$ cat config.mk
export PLATFORM = sky130hd
export DESIGN_NAME = b58e_cell
export DESIGN_NICKNAME = d
export VERILOG_FILES = /design/src/sv/b58e_pkg.sv /design/src/sv/b58e_cell.sv
export SDC_FILE = /design/constraint.sdc
export NUM_CORES = 1
export LEC_CHECK = 0
export BUFFER_PORTS_ARGS = -buffer_cell sky130_fd_sc_hd__buf_2
export CAP_MARGIN = 20
export CORE_MARGIN = 2
export CORE_UTILIZATION = 46
export CTS_CLUSTER_DIAMETER = 100
export DETAILED_ROUTE_END_ITERATION = 8
export PLACE_DENSITY = 0.62
export SETUP_SLACK_MARGIN = 0.5
export SLEW_MARGIN = 30
export SYNTH_ARGS = -nofsm -noshare
export SYNTH_HDL_FRONTEND = slang
export SYNTH_SLANG_ARGS = --single-unit
$ cat constraint.sdc
create_clock -name clk -period 8.25 [get_ports clk]
set_clock_uncertainty 0.1 [all_clocks]
set_input_delay 0.4125 -clock clk [delete_from_list [all_inputs] [get_ports clk]]
set_output_delay 0.4125 -clock clk [all_outputs]
set_load 0.1 [all_outputs]
$ cat src/sv/b58e_pkg.sv
package b58e_pkg;

  // Input item: one message byte and its end marker
  typedef struct packed {
    logic [7:0] data_byte;
    logic       last_byte;
  } in_t;

  // Result item: one encoded character
  typedef struct packed {
    logic [6:0] out_char;
    logic       out_last;
    logic       overflow;
  } out_t;

  localparam int DIGIT_W = 6;
  localparam int CARRY_W = 8;
  // digit * 256 + carry stays below 2**14
  localparam int ACC_W   = DIGIT_W + CARRY_W;
  localparam logic [ACC_W-1:0] RADIX = ACC_W'(58);

  // floor(v / 58) == (v * 565) >> 15 for every v below 2**14
  localparam int RECIP_W = 10;
  localparam logic [RECIP_W-1:0] RECIP = RECIP_W'(565);
  localparam int RECIP_SHIFT = 15;
  localparam int PROD_W = ACC_W + RECIP_W;

  localparam logic [6:0] CHAR_ONE = 7'd49;

  // Map a base-58 digit onto the alphabet, skipping 0, I, O and l
  function automatic logic [6:0] b58_char(input logic [DIGIT_W-1:0] d);
    logic [6:0] c;
    if (d < 6'd9) begin
      c = 7'd49 + 7'(d);
    end else if (d < 6'd17) begin
      c = 7'd65 + 7'(d - 6'd9);
    end else if (d < 6'd22) begin
      c = 7'd74 + 7'(d - 6'd17);
    end else if (d < 6'd33) begin
      c = 7'd80 + 7'(d - 6'd22);
    end else if (d < 6'd44) begin
      c = 7'd97 + 7'(d - 6'd33);
    end else begin
      c = 7'd109 + 7'(d - 6'd44);
    end
    return c;
  endfunction

endpackage

$ cat src/sv/b58e_cell.sv
module b58e_cell (
  input  logic                     clk,
  input  logic                     rst_n,
  input  logic                     shift,
  input  logic [b58e_pkg::DIGIT_W-1:0] digit_in,
  input  logic [b58e_pkg::CARRY_W-1:0] carry_in,
  input  logic                     carry_vld_in,
  output logic [b58e_pkg::DIGIT_W-1:0] digit_r,
  output logic [b58e_pkg::CARRY_W-1:0] carry_r,
  output logic                     carry_vld_r
);
  import b58e_pkg::*;

  logic [ACC_W-1:0]   acc;
  logic [PROD_W-1:0]  prod;
  logic [CARRY_W-1:0] quo;
  logic [DIGIT_W-1:0] rem;
  logic [DIGIT_W-1:0] digit_nxt;

  // digit * 256 + carry, split into quotient and remainder by 58
  always_comb begin
    acc  = {digit_r, {CARRY_W{1'b0}}} + ACC_W'(carry_in);
    prod = PROD_W'(acc) * PROD_W'(RECIP);
    quo  = prod[RECIP_SHIFT +: CARRY_W];
    rem  = DIGIT_W'(acc - ACC_W'(quo) * RADIX);
  end

  // Shift toward the top while dropping high zeros and during output, else absorb a passing carry wave
  always_comb begin
    priority if (shift) begin
      digit_nxt = digit_in;
    end else if (carry_vld_in) begin
      digit_nxt = rem;
    end else begin
      digit_nxt = digit_r;
    end
  end

  always_ff @(posedge clk) begin
    if (!rst_n) begin
      digit_r     <= '0;
      carry_vld_r <= 1'b0;
    end else begin
      digit_r     <= digit_nxt;
      carry_vld_r <= carry_vld_in && !shift;
    end
  end

  // Hand the carry to the next cell
  always_ff @(posedge clk) begin
    carry_r <= quo;
  end

endmodule

# Yosys cells after proc, flatten, opt, wreduce, memory -nomap -nowiden
# Index checks and enable logic that the tools add are counted.
op_classes:
  n_addsub: 2
  n_mul: 2
  muxes: 2
  reduce_logical: 3
op_table:
  columns: ["op", "count"]
  rows:
  - ["$mul 14x10->23 const B", 1]
  - ["$add 14x8->14", 1]
  - ["$mux 6", 2]
  - ["$mul 8x5->5 const B", 1]
  - ["$sub 6x6->6", 1]
  - ["$reduce_bool 2->1", 1]
  - ["$logic_and 1x1->1", 1]
  - ["$logic_not 1->1", 1]
word_totals:
  ff_bits: 15
  in_bits: 18
  out_inout_bits: 15
  wordCells: 12

# Depth between registers and ports, before layout
depth:
  word_depth: 6
  depth_mapped: 25

# Least setup slack after synthesis
# No wires, ideal clock.
synth_path:
  path_type: "reg2reg"
  startpoint: "register digit_r[1] (netlist bit)"
  endpoint: "register digit_r[5] (netlist bit)"
  setup_ns: 0.117
  t_arrival_ns: 6.504
  t_required_ns: 8.033
  slack_ns: 1.529
  path_stages_with_launch: 23
  cell_sequence: "dfxtp_1 ha_1 ha_1 fa_1 fa_1 inv_1 fa_1 inv_1 ha_1 a211oi_2 o211ai_1 a211oi_2 and2b_2 xor2_1 ha_1 ha_1 ha_1 inv_1 ha_1 a21oi_1 xnor2_1 xnor3_1 a22o_1"
synth_between:
  elab_chain_len: 6
synth_lines:
  columns: ["item", "line_no", "source"]
  rows:
  - ["start: declaration", "b58e_cell.sv:8", "output logic [b58e_pkg::DIGIT_W-1:0] digit_r,"]
  - ["start signal: assignment", "b58e_cell.sv:44", "digit_r <= digit_nxt;"]
  - ["$add 14x8->14", "b58e_cell.sv:22", "acc = {digit_r, {CARRY_W{1'b0}}} + ACC_W'(carry_in);"]
  - ["$mul 14x10->23", "b58e_cell.sv:23", "prod = PROD_W'(acc) * PROD_W'(RECIP);"]
  - ["via prod[16]", "b58e_cell.sv:15", "logic [PROD_W-1:0] prod;"]
  - ["$mul 8x5->5", "b58e_cell.sv:25", "rem = DIGIT_W'(acc - ACC_W'(quo) * RADIX);"]
  - ["$sub 6x6->6", "b58e_cell.sv:25", null]
  - ["$mux 6", "b58e_cell.sv:32", "end else if (carry_vld_in) begin"]
  - ["$mux 6", "b58e_cell.sv:30", "priority if (shift) begin"]
# The timed path passes the listed nets, and every way through them passes these cells. The select of a mux whose other input is x is not followed.
# A chain may end at the register's enable or synchronous reset.

# Worst setup path in the final report
layout_path:
  startpoint: "register digit_r[3] (netlist bit)"
  endpoint: "register digit_r[5] (netlist bit)"
# The elaborated chain is that of the path after synthesis.

==> impl_metrics.tcl <==
set metrics [dict create \
    final_common_cell "inv_1" \
    drc 0 \
    start_util_pct 47.9 \
    synth_top_area_share_pct 36.2 \
    syn_inst 303 \
    synth_cell_types 35 \
    clkSlewWorstSetupHoldPaths_ns 0.07 \
    r2r_cells 22 \
    min_from "digit_in[1]" \
    coreArea_mm2 0.00599 \
    die-area_mm2 0.00689 \
    setup_viol 0 \
    grt_pass1_vias 2259 \
    hold_viol 0 \
    grtUsageTotal_pct 18.7 \
    ys_seq_elements 15 \
    cts_root_buffer "clkbuf_8" \
    r2r_slack_ns 1.71 \
    num_io_pins 33 \
    final_cell_area_mm2 0.00316 \
    crit_family "adder cells" \
    num_vias 2077 \
    critPathSlowestCell "dfxtp_1" \
    drive_gt1_share_pct 12.8 \
    post_cts_buffers 0 \
    crit_chain "ha_1 > ha_1 > inv_1 > fa_1 > fa_1 > inv_1 > ha_1 > ha_1 > a211oi_2 > o211ai_1 > a211oi_2 > and2b_2 > xor2_1 > ha_1 > ha_1 > ha_1 > inv_1 > ha_1 > a21oi_1 > xnor2_1 > xnor3_1 > a22o_1" \
    period_minus_slack_ns 6.54 \
    die_h_um 83.0 \
    yosys.area.top_type "ha_1" \
    required_ns 8.30 \
    synth_fp_nets 432 \
    die_x_um 83.0 \
    crit_path_frequent_cell "ha_1" \
    n_antenna_cell 0 \
    rows 28 \
    tritoncts "done" \
    ctsResizeCount 0 \
    path_buf_inv 3 \
    worst-setup-path-type "reg2reg" \
    dp_hpwl_um 5070 \
    cp-start-kind "flop" \
    crit_path_end_kind "flop" \
    tightest_slew_ns 0.497 \
    synth_flop_cell "dfxtp_1" \
    finalCritPeriodShare_pct 79.2 \
    yosysSeqAreaShare_pct 10.5 \
    wl_per_cell_um 14.2 \
    timing.rr.end "digit_r[5]$_SDFFE_PN0P_" \
    arrival_ns 6.59 \
    seq_area_um2 300 \
    reg2reg_from "digit_r[3]$_SDFFE_PN0P_" \
    hold_end "digit_r[1]$_SDFFE_PN0P_" \
    nets 467 \
    crit_fanout 7 \
    cts.hold.buffers_added 0 \
    grt_pass1_wl_um 10500 \
    htree_levels 1 \
    synth.area.top_cells "ha_1 36%, fa_1 20%, inv_1 11%" \
    max_cap_violations 0 \
    status "completed" \
    rsz0062_at_grt "no" \
    placed_area_mm2 0.00312 \
    firstDrtPassIters 4 \
    avgSynthCellArea_um2 9.47 \
    grt_max_degree 13 \
    synth_edf_count 0 \
    clock_latency_ns 0.25 \
    cts-buffers-inserted 3 \
    viasPerCell 5.04 \
    place.gp.congestion 0.823 \
    antenna_found_initial 0 \
    drt_iter0_markers 33 \
    postRouteAntennaNets 0 \
    holdCritPathClass "in2reg" \
    overflow 0 \
    ctsLongestPathBuffers 2 \
    cpPeakStageDelay_ns 0.59 \
    final_cell_mix "84 x inv_1, 83 x ha_1, 32 x buf_2" \
    synth_area_mm2 0.00287 \
    max_slew_margin_pct 67.1 \
    portBuffers 32 \
    synthToLayoutAreaGrowth_pct 10.2 \
    fin_setup_tns_ns 0 \
    multiInputGateArea_mm2 0.00225 \
    fmaxAchievable_mhz 153 \
    maxSlewViolCount 0 \
    hold_depth 3 \
    routed_wl_um 5870 \
    num-fill-cells 562 \
    synthArstFlopShare_pct 0 \
    synth_warnings 0 \
    cts_sinks 15 \
]
==> flip-flops by register name, indices dropped and copies added (netlist names) <==
name / count
carry_r: 8
carry_vld_r: 1
digit_r: 6
==> logic make-up (layout without fill, tap and decap cells) <==
group / after synthesis / count (layout) / synth area share (%)
adders and majority gates: 111 / 111 / 55.7
buffers and inverters: 86 / 120 / 11.2
and+or+nand+nor: 25 / 25 / 4.14
DFF: 15 / 15 / 10.5
xor gates and xnor gates: 15 / 15 / 5.06
muxes: 3 / 3 / 1.05
AOI/OAI and AO/OA: 48 / 48 / 12.3
==> per-stage QoR <==
step	setup WS (ns)	instances	util, %	hold slack (ns)
floorplan	1.53	303	-	0.434
global placement	1.71	408	52.0	0.573
detailed placement	1.63	408	52.0	0.581
CTS	1.67	412	52.8	0.315
global route	1.37	412	52.8	0.335
finish	1.71	412	52.8	0.322
==> metal layers <==
metal / part of all wire [%] / GRT usage [%]
met1: 48 / 24.8
met2: 49 / 32.8
met3: 2.6 / 2.68
met4: 0.90 / 3.28
met5: 0 / 0
==> how the worst max path moves through the flow <==
stage	startpoint	to	cells after the start
6_report	digit_r[3]$_SDFFE_PN0P_	digit_r[5]$_SDFFE_PN0P_	22
3_3_place_gp	carry_in[5]	digit_r[5]$_SDFFE_PN0P_	25
4_1_cts	digit_r[1]$_SDFFE_PN0P_	digit_r[5]$_SDFFE_PN0P_	22
2_1_floorplan	digit_r[1]$_SDFFE_PN0P_	digit_r[5]$_SDFFE_PN0P_	22
3_5_place_dp	carry_in[6]	digit_r[5]$_SDFFE_PN0P_	23
5_1_grt	digit_r[1]$_SDFFE_PN0P_	digit_r[5]$_SDFFE_PN0P_	22
==> cell type report <==
cell class | count | share of cell area (%)
clock buffers | 3 | 1.31
clock inverters | 1 | 0.158
well taps | 75 | 2.97
multi-input cells | 202 | 71.0
repair buffers | 32 | 5.06
flip-flops and latches | 15 | 9.49
inverters | 84 | 9.97
==> tightest hold or removal path, stage by stage <==
cell and delay [ns]:
buf_2 0.08, a21oi_1 0.06, nor2b_1 0.09
==> cells in the mapped netlist, types with 3 or more instances <==
cell type and count:
inv_1 84, ha_1 83, a21oi_1 13, mux2i_1 3, o21ai_0 7, nand2_1 8
nor2_1 7, o21a_1 4, a21o_1 6, xor2_1 5, xnor2_1 9, fa_1 28
dfxtp_1 15, nand4_1 3
Power is not shown: default switching activity piles up to over one toggle a cycle in this logic, so the estimate is an artifact.
